==> src/hdl/rlft_pkg.sv <==
`default_nettype none
package rlft_pkg;

	localparam int unsigned QUEUE_DEPTH = 1024;
	localparam int unsigned PTR_W       = $clog2(QUEUE_DEPTH);
	localparam int unsigned OCC_W       = $clog2(QUEUE_DEPTH + 1);
	localparam int unsigned VAL_W       = 32;
	localparam int unsigned CNT_W       = 32;
	localparam int unsigned ENTRY_W     = VAL_W + CNT_W;
	localparam int unsigned SUM_W       = 64;

	localparam logic FUNC_PUSH = 1'b0;
	localparam logic FUNC_TAKE = 1'b1;

	typedef struct packed {
		logic clear;
		logic en;
	} mac_ctl_t;

	function automatic logic [PTR_W-1:0] ptr_inc(input logic [PTR_W-1:0] p);
		logic [PTR_W-1:0] r;
		if (p == PTR_W'(QUEUE_DEPTH - 1))
			r = '0;
		else
			r = p + PTR_W'(1);
		return r;
	endfunction

endpackage
`default_nettype wire

==> src/hdl/rlft_mac.sv <==
`default_nettype none
module rlft_mac
	import rlft_pkg::*;
(
	input  wire logic             clk,
	input  wire logic             arst_n,
	input  wire mac_ctl_t         ctl,
	input  wire logic [VAL_W-1:0] val,
	input  wire logic [CNT_W-1:0] take,
	output      logic [SUM_W-1:0] acc,
	output      logic             busy
);

	logic             v_s1;
	logic [SUM_W-1:0] prod_s1;
	logic [SUM_W-1:0] acc_q;

	always_ff @(posedge clk or negedge arst_n) begin
		if (!arst_n) begin
			v_s1  <= 1'b0;
			acc_q <= '0;
		end else begin
			v_s1 <= ctl.en;
			if (ctl.clear)
				acc_q <= '0;
			else if (v_s1)
				acc_q <= acc_q + prod_s1;
		end
	end

	// product of one run, registered before the accumulate
	always_ff @(posedge clk) begin
		prod_s1 <= SUM_W'(val) * SUM_W'(take);
	end

	assign acc  = acc_q;
	assign busy = v_s1;

endmodule
`default_nettype wire

==> config.mk <==
export PLATFORM = sky130hd
export DESIGN_NAME = rlft_mac
export DESIGN_NICKNAME = d
export VERILOG_FILES = /design/src/hdl/rlft_pkg.sv /design/src/hdl/rlft_mac.sv
export SDC_FILE = /design/constraint.sdc
export NUM_CORES = 2
export LEC_CHECK = 0
export BUFFER_PORTS_ARGS = -buffer_cell sky130_fd_sc_hd__buf_2
export CAP_MARGIN = 15
export CORE_MARGIN = 5
export CORE_UTILIZATION = 33
export DETAILED_ROUTE_END_ITERATION = 8
export PLACE_DENSITY_LB_ADDON = 0.15
export SKIP_CTS_REPAIR_TIMING = 1
export SLEW_MARGIN = 20
export SYNTH_ARGS = -nofsm -noshare
export SYNTH_HDL_FRONTEND = slang
export SYNTH_SLANG_ARGS = --single-unit
==> constraint.sdc <==
create_clock -name clk -period 4 [get_ports clk]
set_input_delay 0.4 -clock clk [delete_from_list [all_inputs] [get_ports clk]]
set_output_delay 0.4 -clock clk [all_outputs]
set_load 0.02 [all_outputs]
## After elaboration in Yosys (flattened, before gate mapping)

Cells that the tools add are included.

| word-level totals | value |
|---|---|
| bits in registers | 129 |
| latch bits | 0 |
| RAM bits | 0 |
| bits in read-only memories | 0 |
| bits of input ports | 68 |
| output and inout bits | 65 |
| word-level logic and storage cells | 8 |
| memories kept | 0 |

| operators by class | value |
|---|---|
| $add $sub $neg | 1 |
| multipliers | 1 |
| divide/modulo/power cells | 0 |
| order comparisons | 0 |
| eq/ne operators | 0 |
| shifts and indexed selects | 0 |
| muxes and demuxes | 2 |
| bitwise gates (word level) | 0 |
| reduce and logical (&&, ||, !) cells | 1 |

Operators with widths:

| cell | count |
|---|---|
| 2-to-1 mux 64 bit | 2 |
| adder 64 bit | 1 |
| multiplier 32 x 32 -> 64 bit | 1 |
| nonzero test 2 bit | 1 |

## Longest topological paths before layout

| depth | value |
|---|---|
| word-level depth | 3 |
| gate-level depth with buffers | 29 |

## Least setup slack after synthesis

No wires, ideal clock.

| timing | value |
|---|---|
| path type | input-to-reg |
| from | input port take[8] |
| to | register prod_s1[57] |
| library setup time | 116 ps |
| data arrival time | 7,154 ps |
| required time | 3,884 ps |
| path slack | -3,270 ps |
| cell stages on the path | 23 |
| path buffers | 2 |
| path through | clkbuf_1 -> and2_1 -> fa_1 -> fa_1 -> inv_1 -> fa_1 -> fa_1 -> fa_1 -> inv_1 -> fa_1 -> fa_1 -> fa_1 -> ha_1 -> buf_6 -> a21o_1 -> o21bai_4 -> a221oi_2 -> o31ai_1 -> or4_1 -> o211ai_1 -> a21oi_2 -> or4_1 -> and4_1 |

| between the ends | value |
|---|---|
| word-level cells in the longest chain between the ends | 1 |

Ends and longest elaborated chain:

| item | RTL line | RTL |
|---|---|---|
| start, declared | rlft_mac.sv:9 | `input wire logic [CNT_W-1:0] take,` |
| multiplier 32 x 32 -> 64 bit | rlft_mac.sv:33 | `prod_s1 <= SUM_W'(val) * SUM_W'(take);` |
| end signal, assigned | rlft_mac.sv:33 |  |
| end, declared | rlft_mac.sv:15 | `logic [SUM_W-1:0] prod_s1;` |

No other way between the ends.
A chain may end at the register's enable or synchronous reset.

## Worst setup path after layout

| timing | value |
|---|---|
| from | input port val[10] |
| to | register prod_s1[57] |

| between the ends | value |
|---|---|
| word-level cells in the longest chain between the ends | 1 |

Ends and longest elaborated chain:

| item | RTL line | RTL |
|---|---|---|
| start, declared | rlft_mac.sv:8 | `input wire logic [VAL_W-1:0] val,` |
| multiplier 32 x 32 -> 64 bit | rlft_mac.sv:33 |  |

No other way between the ends.

==> flow_summary.json <==
{
  "status": "finished with violations",
  "violations": "setup timing",
  "cp.required_ns": 4.32,
  "synthFlopType": "dfrtp_1",
  "wirelength_um": 127000,
  "synth-seq-cells": 129,
  "worstPathArrival_ns": 7.54,
  "synth-seq-area-share_pct": 7.01,
  "syn-cell-area_um2": 41500,
  "cts_max_path_buffers": 2,
  "drt_iter0_markers": 1576,
  "cts_buffers": 17,
  "gp_congestion": 0.853,
  "multi_input_area_um2": 35300,
  "antenna_found_initial": 3,
  "hold_viol_final": 0,
  "final_nets": 6328,
  "vias": 31700,
  "n_fill_cell": 12700,
  "path_clk_slew_ns": 0.06,
  "row_count": 130,
  "die_area_um2": 133000,
  "grt_usage_pct": 19.3,
  "ys_warn_count": 0,
  "cts_sinks": 129,
  "portBuffers": 132,
  "synth_cell_type_count": 79,
  "wire_per_inst_um": 19.0,
  "maxCapViolations": 0,
  "fin_tns_setup_ns": -136.14,
  "netlist_instances": 4623,
  "drc": 0,
  "syn-num-nets": 5914,
  "fin_skew_ns": 0.0143,
  "max_freq_mhz": 139,
  "crit_fanout": 6,
  "cts_root_buffer": "clkbuf_16",
  "drtAntennaViolNets": 0,
  "grt_pass1_vias": 34300,
  "regArea_um2": 2910,
  "htree_num_levels": 4,
  "setup_slack_ns": -3.21,
  "ioPinCount": 133,
  "die_h_um": 364,
  "period_share_pct": 180,
  "area_growth_syn_to_layout_pct": 21.1,
  "setup.worst_path.class": "in2reg",
  "synthArstFlopShare_pct": 50.4,
  "cp-start-kind": "input pin",
  "postSynthAreaPerCell_um2": 8.97,
  "drv_slew": 0,
  "dp_slack_ns": -3.83,
  "core-area_um2": 125000,
  "drive_gt1_share_pct": 19.7,
  "worst_pin_slew_ns": 0.726,
  "synth_edf_count": 0,
  "worstSetupEndpointType": "flip-flop",
  "dr.pass1.iters": 6,
  "grt_pass1_wl_um": 201000,
  "hp-class": "in2async",
  "cts_tree": "built",
  "grt_max_degree": 53,
  "rsz0062_at_grt": "true",
  "start_util_pct": 33.1,
  "clock_latency_ns": 0.44,
  "relSlewSlack_pct": 51.6,
  "overflow": 0,
  "setup_viol": 56,
  "die_w_um": 364,
  "dp_hpwl_um": 110000,
  "viasPerCell": 4.73,
  "period_needed_ns": 7.21
}
-- routing by layer --
metal | vias up | routed length (um) | GRT usage, %
li1 | 14800 | - | -
met1 | 16200 | 62600 | 29.0
met2 | 586 | 57800 | 31.0
met3 | 64 | 5410 | 1.77
met4 | 2 | 1230 | 2.51
met5 | - | 13 | 0
-- stage by stage --
stage | hold WS [ns] | instance area [um^2] | cells | utilization [%]
floorplan | 0.104 | 42100 | 4623 | -
global placement | 0.496 | 47300 | 6624 | 37.8
detailed placement | 0.497 | 47300 | 6624 | 37.8
CTS | 0.0175 | 48000 | 6656 | 38.3
global route | 0.0642 | 50200 | 6701 | 40.1
finish | 0.0126 | 50200 | 6701 | 40.1
-- worst max-delay path, cell delays in order --
cell      delay (ns)
buf_12          0.12
buf_6           0.11
and2_4          0.15
fa_1            0.52
inv_2           0.04
fa_1            0.48
inv_2           0.04
fa_1            0.55
inv_2           0.04
fa_1            0.51
inv_2           0.04
fa_2            0.59
fa_2            0.46
fa_1            0.52
fa_1            0.60
ha_4            0.22
nand4_1         0.14
inv_2           0.06
a221oi_4        0.36
o31ai_4         0.12
or4_1           0.50
o211ai_1        0.18
buf_4           0.16
a21oi_4         0.06
or4_1           0.40
and4_1          0.16
-- sequential cells by signal, indices dropped and copies added, names as in the netlist --
register	flops
acc	64
busy	1
prod_s1	64
-- placed cells by master (no fill, tap or decap), types with 26 or more instances in the layout --
| master | instances |
|---|---|
| a21o_1 | 70 |
| a21oi_1 | 138 |
| and2_1 | 568 |
| and2_4 | 65 |
| buf_12 | 34 |
| buf_2 | 83 |
| buf_4 | 421 |
| buf_6 | 93 |
| clkbuf_16 | 26 |
| dfrtp_1 | 64 |
| dfxtp_1 | 64 |
| fa_1 | 846 |
| fa_2 | 51 |
| ha_1 | 295 |
| ha_4 | 30 |
| inv_1 | 901 |
| inv_2 | 36 |
| mux2i_1 | 38 |
| nand2_1 | 491 |
| nand3_1 | 30 |
| nand4_1 | 41 |
| nor2_1 | 116 |
| o21ai_0 | 60 |
| o21bai_1 | 32 |
| xnor2_1 | 52 |
| xor2_1 | 35 |
-- path summary, 6_finish.rpt --
kind	depth (start not counted)	slack (ns)	from	end
worst min-delay path	1	0.01	arst_n	acc[59]
max in group asynchronous	2	3.03	arst_n	acc[4]
worst max-delay path	26	-3.21	val[10]	prod_s1[57]
min in group clk	1	0.08	ctl[0]	busy
worst min register to register	2	0.54	acc[59]	acc[59]
worst max register to register	10	0.60	acc[16]	acc[47]
-- area by class of cell --
type	count	share of cell area [%]
repair buffers	658	11.4
flip-flops and latches	129	5.80
multi-input cells	3294	70.4
well taps	1650	4.11
clock inverters	9	0.274
diodes	1	0.00498
clock buffers	23	1.06
inverters	937	7.01
-- cells in the mapped netlist (all sizes together), types with 5 or more instances --
cell type / n / share of area (%)
a211o: 9 / 0.19
a211oi: 16 / 0.29
a21o: 70 / 1.3
a21oi: 161 / 2.0
a221o: 6 / 0.14
a221oi: 6 / 0.18
a311oi: 7 / 0.16
a31oi: 17 / 0.26
and2: 633 / 9.6
and3: 15 / 0.24
buf: 14 / 0.20
clkbuf: 249 / 2.3
dfrtp: 65 / 3.9
dfxtp: 64 / 3.1
fa: 897 / 43
ha: 326 / 9.8
inv: 937 / 8.5
mux2i: 38 / 0.92
nand2: 502 / 4.5
nand2b: 16 / 0.24
nand3: 33 / 0.40
nand3b: 8 / 0.14
nand4: 42 / 0.67
nor2: 124 / 1.1
nor2b: 14 / 0.21
nor3: 22 / 0.27
o211ai: 14 / 0.25
o21a: 12 / 0.22
o21ai: 79 / 0.96
o21bai: 33 / 0.62
o31a: 5 / 0.13
o31ai: 17 / 0.34
or2: 5 / 0.075
or3: 10 / 0.15
xnor2: 62 / 1.3
xor2: 39 / 0.82
-- cells by family (layout without fill, tap and decap cells) --
group                    count (synthesis)  after routing  synth area share, %
multiplexers                            39             39                0.945
flip-flops                             129            129                 7.01
buffers and inverters                 1200           1627                 10.9
other                                    0              1                    0
XOR/XNOR                               101            101                 2.13
adder cells (fa/ha/maj)               1223           1223                 53.2
AND/OR/NAND/NOR                       1440           1440                 17.9
AO/OA/AOI/OAI                          491            491                 7.90
Power is not shown: default switching activity piles up to over one toggle a cycle in this logic, so the estimate is an artifact.
